===== src/rtl/rc4kb_pkg.sv =====
package rc4kb_pkg;

   localparam int BOX_SIZE      = 256;
   localparam int BOX_AW        = 8;
   localparam int KEY_DEPTH_DEF = 256;

   // tuser codes on the request side
   localparam logic OP_KEY  = 1'b0;
   localparam logic OP_DATA = 1'b1;

   typedef enum logic [2:0] {
      S_IDLE,
      S_D_A,
      S_D_B,
      S_D_K,
      S_K_RD,
      S_K_SUM,
      S_K_W1,
      S_K_W2
   } state_type;

   // control group from sequencer to box store
   typedef struct packed {
      logic              clear;
      logic              re;
      logic [BOX_AW-1:0] raddr;
      logic              we;
      logic [BOX_AW-1:0] waddr;
      logic [7:0]        wdata;
   } box_ctl_type;

   // the shared byte adder
   function automatic logic [7:0] add3(input logic [7:0] x, input logic [7:0] y,
                                       input logic [7:0] z);
      add3 = x + y + z;
   endfunction

endpackage


===== src/rtl/rc4kb_box.sv =====
module rc4kb_box
   import rc4kb_pkg::*;
(
   input  logic        clock,
   input  logic        reset,
   input  box_ctl_type ctl,
   output logic [7:0]  rd_data
);

   logic [7:0]          mem [BOX_SIZE];
   logic [BOX_SIZE-1:0] vld_ff;
   logic [7:0]          mem_q_ff;
   logic                vld_q_ff;
   logic [BOX_AW-1:0]   addr_q_ff;

   always_ff @(posedge clock) begin
      if (ctl.we) begin
         mem[ctl.waddr] <= ctl.wdata;
      end
      if (ctl.re) begin
         mem_q_ff  <= mem[ctl.raddr];
         addr_q_ff <= ctl.raddr;
      end
   end

   always_ff @(posedge clock) begin
      if (reset) begin
         vld_ff   <= '0;
         vld_q_ff <= 1'b0;
      end else begin
         if (ctl.clear) begin
            vld_ff <= '0;
         end else if (ctl.we) begin
            vld_ff[ctl.waddr] <= 1'b1;
         end
         if (ctl.re) begin
            vld_q_ff <= vld_ff[ctl.raddr];
         end
      end
   end

   // unwritten entry reads as identity
   assign rd_data = vld_q_ff ? mem_q_ff : addr_q_ff;

endmodule


===== src/rtl/rc4_variant_keybox_stream_decrypt.sv =====
// Channel  Dir  Fields (tdata/tuser low bit up)            Handshake
// req      in   tdata: value[7:0]; tuser: op; tlast: last   req_tvalid/req_tready
// rsp      out  tdata: plain_byte[7:0]                      rsp_tvalid/rsp_tready
//
// Key item: taken in S_IDLE. Key item with last: the schedule then runs S_K_RD, S_K_SUM,
// S_K_W1, S_K_W2 for each of 256 entries (read box[i] with key byte, sum and read box[c],
// two writes on the one box write port). Data item: three dependent box reads through the
// registered read port. One 8-bit adder serves every box-index sum. Reset is synchronous;
// the box reads as the identity at once through per-entry valid bits, no clearing pass.
// req_tready is high only when the sequencer is idle; a waiting result does not block
// acceptance, only the final state (S_D_K) of the next data item.
module rc4_variant_keybox_stream_decrypt
   import rc4kb_pkg::*;
#(
   parameter int KEY_DEPTH = KEY_DEPTH_DEF
)(
   input  logic       clock,
   input  logic       reset,
   input  logic       req_tvalid,
   output logic       req_tready,
   input  logic [7:0] req_tdata,   // value[7:0]
   input  logic       req_tuser,   // op
   input  logic       req_tlast,
   output logic       rsp_tvalid,
   input  logic       rsp_tready,
   output logic [7:0] rsp_tdata    // plain_byte[7:0]
);

   localparam int KCW = $clog2(KEY_DEPTH + 1);
   localparam int KIW = (KEY_DEPTH > 1) ? $clog2(KEY_DEPTH) : 1;

   state_type         state_ff, state_in;
   logic [7:0]        pos_ff, pos_in;
   logic [KCW-1:0]    cnt_ff, cnt_in;
   logic [KIW-1:0]    koff_ff, koff_in;
   logic [7:0]        idx_ff, idx_in;
   logic [7:0]        prev_ff, prev_in;
   logic [7:0]        held_ff, held_in;
   logic [7:0]        c_ff, c_in;
   logic [7:0]        a_ff, a_in;
   logic [7:0]        val_ff, val_in;
   logic              rsp_valid_ff, rsp_valid_in;
   logic [7:0]        rsp_data_ff, rsp_data_in;

   logic [7:0]        key_mem [KEY_DEPTH];
   logic [7:0]        key_q_ff;
   logic              key_we, key_re;

   box_ctl_type       box_ctl;
   logic [7:0]        box_rd;

   logic [7:0]        add_x, add_y, add_z, add_sum;
   logic [KCW-1:0]    koff_nxt;
   logic              accept;

   rc4kb_box u_box (
      .clock   (clock),
      .reset   (reset),
      .ctl     (box_ctl),
      .rd_data (box_rd)
   );

   // key store: written at the fill index, read at the cycled key offset
   always_ff @(posedge clock) begin
      if (key_we) begin
         key_mem[cnt_ff[KIW-1:0]] <= req_tdata;
      end
      if (key_re) begin
         key_q_ff <= key_mem[koff_ff];
      end
   end

   assign add_sum  = add3(add_x, add_y, add_z);
   assign koff_nxt = KCW'(koff_ff) + KCW'(1);
   assign accept   = req_tvalid && req_tready;

   assign req_tready = (state_ff == S_IDLE);
   assign rsp_tvalid = rsp_valid_ff;
   assign rsp_tdata  = rsp_data_ff;

   always_ff @(posedge clock) begin
      if (reset) begin
         state_ff     <= S_IDLE;
         pos_ff       <= 8'd1;
         cnt_ff       <= '0;
         rsp_valid_ff <= 1'b0;
      end else begin
         state_ff     <= state_in;
         pos_ff       <= pos_in;
         cnt_ff       <= cnt_in;
         rsp_valid_ff <= rsp_valid_in;
      end
   end

   always_ff @(posedge clock) begin
      koff_ff     <= koff_in;
      idx_ff      <= idx_in;
      prev_ff     <= prev_in;
      held_ff     <= held_in;
      c_ff        <= c_in;
      a_ff        <= a_in;
      val_ff      <= val_in;
      rsp_data_ff <= rsp_data_in;
   end

   always_comb begin
      state_in     = state_ff;
      pos_in       = pos_ff;
      cnt_in       = cnt_ff;
      koff_in      = koff_ff;
      idx_in       = idx_ff;
      prev_in      = prev_ff;
      held_in      = held_ff;
      c_in         = c_ff;
      a_in         = a_ff;
      val_in       = val_ff;
      rsp_data_in  = rsp_data_ff;
      rsp_valid_in = rsp_valid_ff && !rsp_tready;
      key_we       = 1'b0;
      key_re       = 1'b0;
      box_ctl      = '0;
      add_x        = box_rd;
      add_y        = pos_ff;
      add_z        = 8'd0;

      unique case (state_ff)
         S_IDLE: begin
            if (accept) begin
               if (req_tuser == OP_DATA) begin
                  val_in        = req_tdata;
                  box_ctl.re    = 1'b1;
                  box_ctl.raddr = pos_ff;
                  state_in      = S_D_A;
               end else begin
                  if (cnt_ff < KCW'(KEY_DEPTH)) begin
                     key_we = 1'b1;
                     cnt_in = cnt_ff + KCW'(1);
                  end
                  if (req_tlast) begin
                     // schedule restarts from the identity box
                     box_ctl.clear = 1'b1;
                     idx_in        = 8'd0;
                     prev_in       = 8'd0;
                     koff_in       = '0;
                     state_in      = S_K_RD;
                  end
               end
            end
         end
         S_D_A: begin
            // a = box[j]; next read box[a + j]
            a_in          = box_rd;
            box_ctl.re    = 1'b1;
            box_ctl.raddr = add_sum;
            state_in      = S_D_B;
         end
         S_D_B: begin
            // b arrived; next read box[a + b]
            add_x         = a_ff;
            add_y         = box_rd;
            box_ctl.re    = 1'b1;
            box_ctl.raddr = add_sum;
            state_in      = S_D_K;
         end
         S_D_K: begin
            if (!rsp_valid_ff || rsp_tready) begin
               rsp_valid_in = 1'b1;
               rsp_data_in  = val_ff ^ box_rd;
               pos_in       = pos_ff + 8'd1;
               state_in     = S_IDLE;
            end
         end
         S_K_RD: begin
            box_ctl.re    = 1'b1;
            box_ctl.raddr = idx_ff;
            key_re        = 1'b1;
            state_in      = S_K_SUM;
         end
         S_K_SUM: begin
            // c = box[i] + prev + key byte
            add_x         = box_rd;
            add_y         = prev_ff;
            add_z         = key_q_ff;
            held_in       = box_rd;
            c_in          = add_sum;
            box_ctl.re    = 1'b1;
            box_ctl.raddr = add_sum;
            koff_in       = (koff_nxt >= cnt_ff) ? '0 : koff_nxt[KIW-1:0];
            state_in      = S_K_W1;
         end
         S_K_W1: begin
            box_ctl.we    = 1'b1;
            box_ctl.waddr = idx_ff;
            box_ctl.wdata = box_rd;
            state_in      = S_K_W2;
         end
         S_K_W2: begin
            // written second so c == i leaves the held value
            box_ctl.we    = 1'b1;
            box_ctl.waddr = c_ff;
            box_ctl.wdata = held_ff;
            prev_in       = c_ff;
            idx_in        = idx_ff + 8'd1;
            if (idx_ff == 8'hff) begin
               pos_in   = 8'd1;
               cnt_in   = '0;
               state_in = S_IDLE;
            end else begin
               state_in = S_K_RD;
            end
         end
         default: begin
            state_in = S_IDLE;
         end
      endcase
   end

endmodule


===== config.mk =====
export PLATFORM = sky130hd
export DESIGN_NAME = rc4_variant_keybox_stream_decrypt
export DESIGN_NICKNAME = d
export VERILOG_FILES = /design/src/rtl/rc4kb_pkg.sv /design/src/rtl/rc4kb_box.sv /design/src/rtl/rc4_variant_keybox_stream_decrypt.sv
export SDC_FILE = /design/constraint.sdc
export NUM_CORES = 2
export LEC_CHECK = 0
export BUFFER_PORTS_ARGS = -buffer_cell sky130_fd_sc_hd__buf_2
export CAP_MARGIN = 10
export CORE_UTILIZATION = 63
export CTS_CLUSTER_DIAMETER = 40
export DETAILED_ROUTE_END_ITERATION = 8
export PLACE_DENSITY_LB_ADDON = 0.1
export SLEW_MARGIN = 40
export SYNTH_ARGS = -nofsm -noshare
export SYNTH_HDL_FRONTEND = slang
export SYNTH_SLANG_ARGS = --single-unit

===== constraint.sdc =====
create_clock -name clock -period 13.15 [get_ports clock]
set_clock_uncertainty 0.15 [all_clocks]
set_input_delay 2.63 -clock clock [delete_from_list [all_inputs] [get_ports clock]]
set_output_delay 2.63 -clock clock [all_outputs]
set_load 0.02 [all_outputs]

==> metrics.md <==
| Metric | Value |
|---|---|
| Syn avg cell area | `between 15 and 20 sq um` |
| Seq/Total Area, Yosys | `around 74%` |
| Worst-path clk slew | `0.06 ns` |
| Setup CP Type | `reg2reg` |
| RSZ-0062 raised after global routing | `no` |
| Routed Antenna Nets | `0` |
| Synth area leader | `edfxtp_1` |
| Vias | `100925` |
| FP Rows | `194` |
| Setup violations, final | `0` |
| DIE WIDTH | `532 um` |
| Main flop type after synthesis | `edfxtp_1` |
| Largest net degree at the start of global routing | `roughly 260` |
| Gp weighted congestion | `around 0.9` |
| Clock sink total | `4462` |
| Dpl ws | `5.11 ns` |
| I/O Buffers | `23` |
| Post-DR wirelength/cell | `approximately 30 um` |
| Initial cell density of the core | `63.3%` |
| Worst EP required | `13.82 ns` |
| Period minus WS final | `8.19 ns` |
| Synth Register Bits | `4462` |
| WP data arrival | `between 8 and 9 ns` |
| FILL cells | `roughly 17000` |
| DP Area | `0.181 sq mm` |
| # DRC | `0` |
| Final worst setup slack | `4.96 ns` |
| CTS H-tree lvls | `6` |
| Synth async-reset ratio | `0%` |
| Post CTS Setup Buffer Count | `0` |
| DRT Pass-1 Iters | `6` |
| Least-Margin Pin Slew | `1.27 ns` |
| Cts repair resizes | `0` |
| Worst hold path class | `reg2reg` |
| First-pass GRT wire length | `673 mm` |
| Design area | `~0.2 sq mm` |
| Critical Path Start | `state_ff[1]` |
| Area of the multi-input gates | `0.0432 sq mm` |
| Worst Setup Start Kind | `register` |
| CTS max path bufs | `4` |
| Routed WL | `approximately 460 mm` |
| Initial antenna violation count | `10` |
| Number of enable flip-flop cells after synthesis | `~4200` |
| Reg2reg setup slack | `4.96 ns` |
| Worst reg2reg path depth | `21` |
| DRT iter0 DRCs | `13407` |
| Clock Latency Late Sink | `1.03 ns` |
| Netlist Area Pre-Place | `0.177 sq mm` |
| CTS tree | `built` |
| Yosys warnings | `0` |
| Vias in the first global route | `approximately 100000` |
| CP Capture Type | `register` |
| Clk root buf | `clkbuf_16` |
| Total Nets Final | `11081` |
| FF+latch area | `around 0.13 sq mm` |
| Hold_buf cts | `0` |
| PD cells | `183 mW/mm^2` |
| Crit path capture | `u_box.mem_q_ff[4]` |
| DPL Wire Length | `261 mm` |
| CP max FO | `167` |
| Syn-to-layout area delta | `13.2%` |
| Die ar. | `0.283 sq mm` |
| Synth top cells by count | `edfxtp_1, nand2_1, nand3_1` |
| MaxCap Viol Count | `0` |
| R2r endpoint | `u_box.mem_q_ff[4]` |
| Finished Core Util | `71.7%` |
| Top-count cell post-synth | `edfxtp_1` |
| Outcome | `finished clean` |
| Largest cells by area after synthesis | `edfxtp_1, mux4_2, nand2_1` |
| I/O pin cnt | `24` |
| Die Y | `~530 um` |
| Synth cell types | `83` |
| Gr usage total | `32.5%` |
| F_max | `122 MHz` |
| Final Hold Viols | `0` |
| Max Slew Vio Count | `0` |
| Slew HR | `15.3%` |
| Final period util | `slightly above 60%` |
| Synth Net Count | `11064` |
| Reg2Reg Launch Point | `state_ff[1]` |
| Synth Instances | `11020` |
| Total grt overflow | `0` |
| Peak supply drop | `0.184 mV` |
| Number of buffers created by CTS | `547` |
| Via density | `6.63` |
| Area fraction of the dominant cell type after synthesis | `71.1%` |
| Leak pwr | `66.9 nW` |
| Share of cells above drive strength 1 | `18.5%` |
| Fin Setup TNS | `0 ns` |
| Core area | `0.279 sq mm` |
-- worst min path at each step --
stage,from,end,slack (ns),cells after the start
after floorplan,u_box.vld_ff[250],u_box.vld_ff[250],0.28,1
after global placement,u_box.vld_ff[9],u_box.vld_ff[9],0.29,1
after detailed placement,u_box.vld_ff[23],u_box.vld_ff[23],0.30,1
after CTS,u_box.vld_ff[109],u_box.vld_ff[109],0.31,1
after global routing,u_box.vld_ff[130],u_box.vld_ff[130],0.32,1
final,u_box.vld_ff[109],u_box.vld_ff[109],0.31,1
-- metal layers --
| layer | vias to the layer above | GRT usage [%] | wire (um) |
|---|---|---|---|
| met4 | 10 | 15.5 | 23700 |
| met3 | 1045 | 5.89 | 43600 |
| met1 | 51537 | 44.4 | 172000 |
| li1 | 42619 | - | - |
| met5 | - | 0 | 57 |
| met2 | 5714 | 51.5 | 224000 |
-- area by class of cell --
class	count	area share, %
clock buffers	656	7.35
diodes	5	0.00625
multi-input cells	5780	21.6
flip-flops and latches	4462	65.6
well taps	3724	2.33
inverters	51	0.123
repair buffers	195	1.09
clock inverters	341	1.93
-- where the power goes --
group | internal [mW] | switching (mW) | leakage (nW)
Sequential | 15.5 | 0.0529 | 42.3
Combinational | 1.66 | 4.09 | 15.6
Clock | 9.24 | 5.99 | 9.02
-- registers in the layout, indices dropped and copies added (netlist names), 9 cells and up --
name          flops
u_box.vld_ff    256
u_box.mem      2048
cnt_ff            9
key_mem        2048
-- metrics by stage --
step	instances	hold WS (ns)	power (mW)
2_1_floorplan	11020	0.282	19.3
3_3_place_gp	14193	0.292	21.3
3_5_place_dp	14203	0.301	21.4
4_1_cts	15200	0.312	36.5
5_1_grt	15212	0.323	37.4
6_report	15214	0.310	36.5
-- cell usage in the layout, fill, tap and decap left out, types with 23 or more instances in the layout --
| cell type | n |
|---|---|
| clkbuf_1 | 72 |
| buf_4 | 98 |
| a31oi_1 | 106 |
| clkinvlp_4 | 32 |
| mux4_2 | 680 |
| o21a_1 | 259 |
| nor2_2 | 278 |
| nand2_1 | 1928 |
| xnor2_1 | 24 |
| bufinv_16 | 59 |
| a21oi_1 | 67 |
| a211oi_1 | 52 |
| a32oi_1 | 30 |
| nand3_1 | 961 |
| clkbuf_8 | 23 |
| buf_6 | 37 |
| a311oi_1 | 146 |
| clkbuf_16 | 569 |
| clkinv_4 | 31 |
| dfxtp_1 | 276 |
| mux2i_1 | 268 |
| clkinv_1 | 67 |
| o21ai_0 | 58 |
| inv_6 | 50 |
| inv_1 | 44 |
| clkinv_2 | 71 |
| o31ai_1 | 26 |
| edfxtp_1 | 4184 |
| nor3_1 | 34 |
| nand2_2 | 26 |
| nor2_1 | 336 |
| and3_1 | 145 |
-- critical path, cell delays in order, from the launching register on --
cell and delay (ns):
dfxtp_1 0.76, or3b_2 0.73, nor2_1 0.17, a221oi_1 0.08, fa_1 0.55, inv_1 0.05
ha_1 0.22, fa_1 0.54, nand4bb_1 0.14, o2111a_4 0.49, buf_12 0.57, buf_12 0.56
buf_12 0.38, buf_16 0.43, nand2_1 0.11, and3_1 0.19, a311oi_1 0.39, a311oi_1 0.11
a31oi_1 0.26, a2111oi_0 0.14, buf_4 0.23, nor4_1 0.32
-- cells by family (layout without fill, tap and decap cells) --
family,Yosys count,in the layout,synth area share (%)
mux,957,957,10.2
other cells,0,5,0
compound gates,903,903,3.76
simple gates,3853,3853,9.32
buf+inv,778,1243,2.00
fa+ha+maj,30,30,0.246
flops,4462,4462,74.2
xor+xnor,37,37,0.191
(Power assumes the default switching activity.)
